**src/sv/mhtq_ram.sv**
```systemverilog
// mhtq_ram: generic single-write, single-read ram with registered read data
// no dependencies
`default_nettype none

module mhtq_ram #(
    parameter int WIDTH = 8,
    parameter int DEPTH = 16
) (
    input  wire logic                     i_clk,
    input  wire logic                     i_we,
    input  wire logic [$clog2(DEPTH)-1:0] i_waddr,
    input  wire logic [WIDTH-1:0]         i_wdata,
    input  wire logic [$clog2(DEPTH)-1:0] i_raddr,
    output logic      [WIDTH-1:0]         o_rdata
);

    logic [WIDTH-1:0] r_mem [DEPTH];
    logic [WIDTH-1:0] r_rdata;

    // write port and registered read port
    always_ff @(posedge i_clk) begin
        if (i_we) begin
            r_mem[i_waddr] <= i_wdata;
        end
        r_rdata <= r_mem[i_raddr];
    end

    assign o_rdata = r_rdata;

endmodule

`default_nettype wire

```
**config.mk**
```make
export PLATFORM = sky130hd
export DESIGN_NAME = mhtq_ram
export DESIGN_NICKNAME = d
export VERILOG_FILES = /design/src/sv/mhtq_ram.sv
export SDC_FILE = /design/constraint.sdc
export NUM_CORES = 1
export LEC_CHECK = 0
export CORE_UTILIZATION = 30
export DETAILED_ROUTE_END_ITERATION = 12
export DONT_BUFFER_PORTS = 1
export GPL_TIMING_DRIVEN = 0
export PLACE_DENSITY_LB_ADDON = 0.25
export SYNTH_ARGS = -nofsm -noshare
export SYNTH_HDL_FRONTEND = slang
export SYNTH_SLANG_ARGS = --single-unit
```
**constraint.sdc**
```tcl
create_clock -name i_clk -period 1.9 [get_ports i_clk]
set_clock_uncertainty 0.1 [all_clocks]
set_input_delay 0.095 -clock i_clk [delete_from_list [all_inputs] [get_ports i_clk]]
set_output_delay 0.095 -clock i_clk [all_outputs]
set_load 0.01 [all_outputs]
```
# [Word-level counts from Yosys, hierarchy flattened]
# Memory sizes are Yosys's and may differ from the RTL's. A register that Yosys moved wholly into a read port is not among the register bits.
# Cells that the tools add are included.
[totals] reg_bits=0 n_memories=1 output_inout_bits=8 ramBits=128
[memory_table] memory="r_mem" depth=16 width=8 read_ports=1 rd_ports_with_merged_regs=1 write_ports=1 line="17" text="logic [WIDTH-1:0] r_mem [DEPTH];"
[classes] n_mux=2
[op_table] operator="two-way mux 1 bit" n=2

# [Logic depth before layout (Yosys ltp)]
[logic_depth] ltp_word=2 depth_mapped=5

# [Worst setup path before layout]
# OpenSTA, ideal clock, no wires.
[synth_timing] path_type="input to register" start="in i_waddr[2]" end="mem r_mem[0][0], enable pin" path_stages=2 arrival_ns=1.205 setup_ns=0.383 required_time_ns=1.417 path_buffers=0 path_slack_ns=0.212 cell_sequence="or3b_2 nor3_1"
[synth_lines] element="start: declaration" line="11" text="input wire logic [$clog2(DEPTH)-1:0] i_waddr,"
[synth_lines] element="end: declaration" line="17"
# Straight into the memory's write port.

# [Final worst setup path]
[layout_timing] start="in i_waddr[1]" end="mem r_mem[12][3], enable pin"
# Straight into the memory's write port.

==> impl_metrics.json <==
{
  "crit_path_end_kind": "register",
  "timing.slew.headroom_pct": 42.8,
  "cts-root-buf": "clkbuf_16",
  "fmax_mhz": 654,
  "pre_cts_slack_ns": -0.0153,
  "ir_drop_mv": 0.611,
  "layout.nets": 278,
  "cts_max_level": 4,
  "routed_via_density": 4.68,
  "core_um2": 16600,
  "die_h_um": 133,
  "critPathSlowestCell": "dlygate4sd3_1",
  "setup_viol": 0,
  "setup_ws_ns": 0.370,
  "grt_pass1_wl_mm": 15.7,
  "start_kind": "input pin",
  "clk_path_buf_depth": 2,
  "vias": 2309,
  "final_max_slew_viol_count": 0,
  "hold_slack_ns": 0.0109,
  "crit_path_max_incr_delay_ns": 0.63,
  "drt_pass1_iterations": 4,
  "finalCritPeriodShare_pct": 80.5,
  "leakage_nw": 1.97,
  "final_util_pct": 36.8,
  "drive_gt1_share_pct": 21.3,
  "grt_overflow": 0,
  "r2r.worst_path.cells": 3,
  "crit_type": "in -> reg",
  "synth.yosys.seq_area_share_pct": 77.8,
  "hold_class": "in -> reg",
  "synth.distinct_cells": 19,
  "grt_antenna_before_repair": 1,
  "cts_setup_buffers": 0,
  "maxCapViolCount": 0,
  "initial_core_util_pct": 30.9,
  "place.port_buffers": 0,
  "pwr-share-clk_pct": 46.5,
  "worst_pin_slew_ns": 0.854,
  "register_area_um2": 4000,
  "cts_tree": "yes",
  "final_common_cell": "edfxtp_1",
  "clock_sinks": 136,
  "rsz0062_at_grt": "false",
  "drc": 0,
  "comb_power_share_pct": 4.3,
  "postSynthAreaPerCell_um2": 22.5,
  "fin_crit_ns": 1.53,
  "cp_top_family": "buffers and inverters",
  "p_per_area_nw_per_um2": 1120,
  "grtUsageTotal_pct": 13.1,
  "wl_per_cell_um": 21.5,
  "path_cells": "dlygate4sd3_1 > nor3_1 > buf_2",
  "hpwl_mm": 6.59,
  "clkTransAtPathRegs_ns": 0.05,
  "path_max_fanout": 5,
  "outcome": "complete, no violations",
  "cp_num_buf_inv": 2,
  "die-area_um2": 17700,
  "rows": 47,
  "clock_latency_ns": 0.41,
  "yosys_warnings": 0,
  "p_int_mw": 5.52,
  "ys_ff_latch": 136,
  "die_w_um": 133,
  "final_antenna_net_count": 0,
  "wl_mm": 10.6,
  "grt_pass1_vias": 2376,
  "area_growth_pct": 19.0,
  "final_cell_mix": "128 x edfxtp_1, 18 x mux4_2, 17 x clkbuf_16",
  "hold_violations": 0,
  "cp.depth": 3,
  "multi_input_area_um2": 1070,
  "cts_inserted_buffers": 17,
  "fin_area_um2": 6120,
  "arrival_ns": 1.54,
  "synth_nets": 247,
  "syn_area_um2": 5150,
  "pin_count": 26,
  "power.net_switching_mw": 1.36,
  "switching_share_pct": 19.7,
  "gp_congestion": 0.656,
  "worstHoldPathCells": 3,
  "grt_max_degree": 17,
  "finalPower_mw": 6.88,
  "synthCells": 229,
  "drt_iter0_drc": 258,
  "crit_required_ns": 1.91,
  "place_area_um2": 5430,
  "p_seq_share_pct": 49.2,
  "final.fill_count": 1517
}
==> final cells by class <==
type	count	area share [%]
timing repair buffer	12	1.88
clock inverter	10	2.10
clock buffer	21	7.19
buffer	10	1.41
multi-input combinational	83	17.5
tap	220	4.49
sequential	136	65.4
antenna	1	0.0409
==> path summary, 6_finish.rpt <==
path | start | to | slack [ns]
max | i_waddr[1] | r_mem[12][3]$_DFFE_PP_ | 0.37
min | i_raddr[1] | o_rdata[7]$_DFF_P_ | 0.01
max reg2reg | r_mem[7][7]$_DFFE_PP_ | o_rdata[7]$_DFF_P_ | 0.38
min reg2reg | r_mem[3][3]$_DFFE_PP_ | o_rdata[3]$_DFF_P_ | 0.59
==> tightest hold or removal path, cell delays in order <==
cell	delay [ns]
mux4_2	0.15
a22oi_1	0.12
nand2_1	0.11
==> sequential cells by signal (all words and copies together) (netlist names) <==
register  cells
o_rdata       8
r_mem       128
==> synth_stat cells <==
master	instances	area (um2)
a22oi_1	16	120
and2_1	1	6.26
and2b_1	1	7.51
buf_2	3	15.0
buf_4	1	7.51
buf_6	3	33.8
clkdlybuf4s25_2	3	30.0
dfxtp_1	8	160
edfxtp_1	128	3840
mux4_1	14	368
mux4_2	18	405
nand2_1	9	33.8
nand2b_1	2	12.5
nand3_1	1	5.00
nand3b_1	2	15.0
nor2_1	13	48.8
nor2b_1	1	6.26
nor3_1	4	20.0
or3b_2	1	8.76
==> metal layers <==
layer / GRT usage, % / up-vias / share of wire, %
li1: - / 1041 / -
met1: 18.0 / 1211 / 49
met2: 18.9 / 48 / 46
met3: 5.02 / 9 / 4.4
met4: 4.41 / 0 / 0.84
met5: 0 / - / 0
==> power by group through the flow <==
stage	combinational, mW	clock (mW)	sequential (mW)
2_1_floorplan	0.170	0	3.44
3_3_place_gp	0.241	0	3.44
3_5_place_dp	0.240	0	3.45
4_1_cts	0.305	3.25	3.38
5_1_grt	0.323	3.38	3.39
6_report	0.298	3.20	3.38
==> per-stage QoR <==
stage          instances  setup TNS (ns)
6_report             493               0
5_1_grt              493               0
4_1_cts              491               0
3_5_place_dp         449          -0.119
3_3_place_gp         449           -3.54
2_1_floorplan        229               0
==> kinds of logic (layout without fill, tap and decap cells) <==
group | after synthesis | in the layout | synth area share (%)
AOI/OAI and AO/OA | 16 | 16 | 2.33
muxes | 32 | 32 | 15.0
other | 0 | 1 | 0
buffers and inverters | 10 | 53 | 1.68
and+or+nand+nor | 35 | 35 | 3.18
DFF | 136 | 136 | 77.8
==> what timing repair did <==
item | in CTS | in global routing
hold endpoints to repair | 161 | 0
hold buffers | 11 | 0
endpoints found under the setup margin | 0 | 15
gates resized for setup | 0 | 2
(Power assumes the default switching activity.)
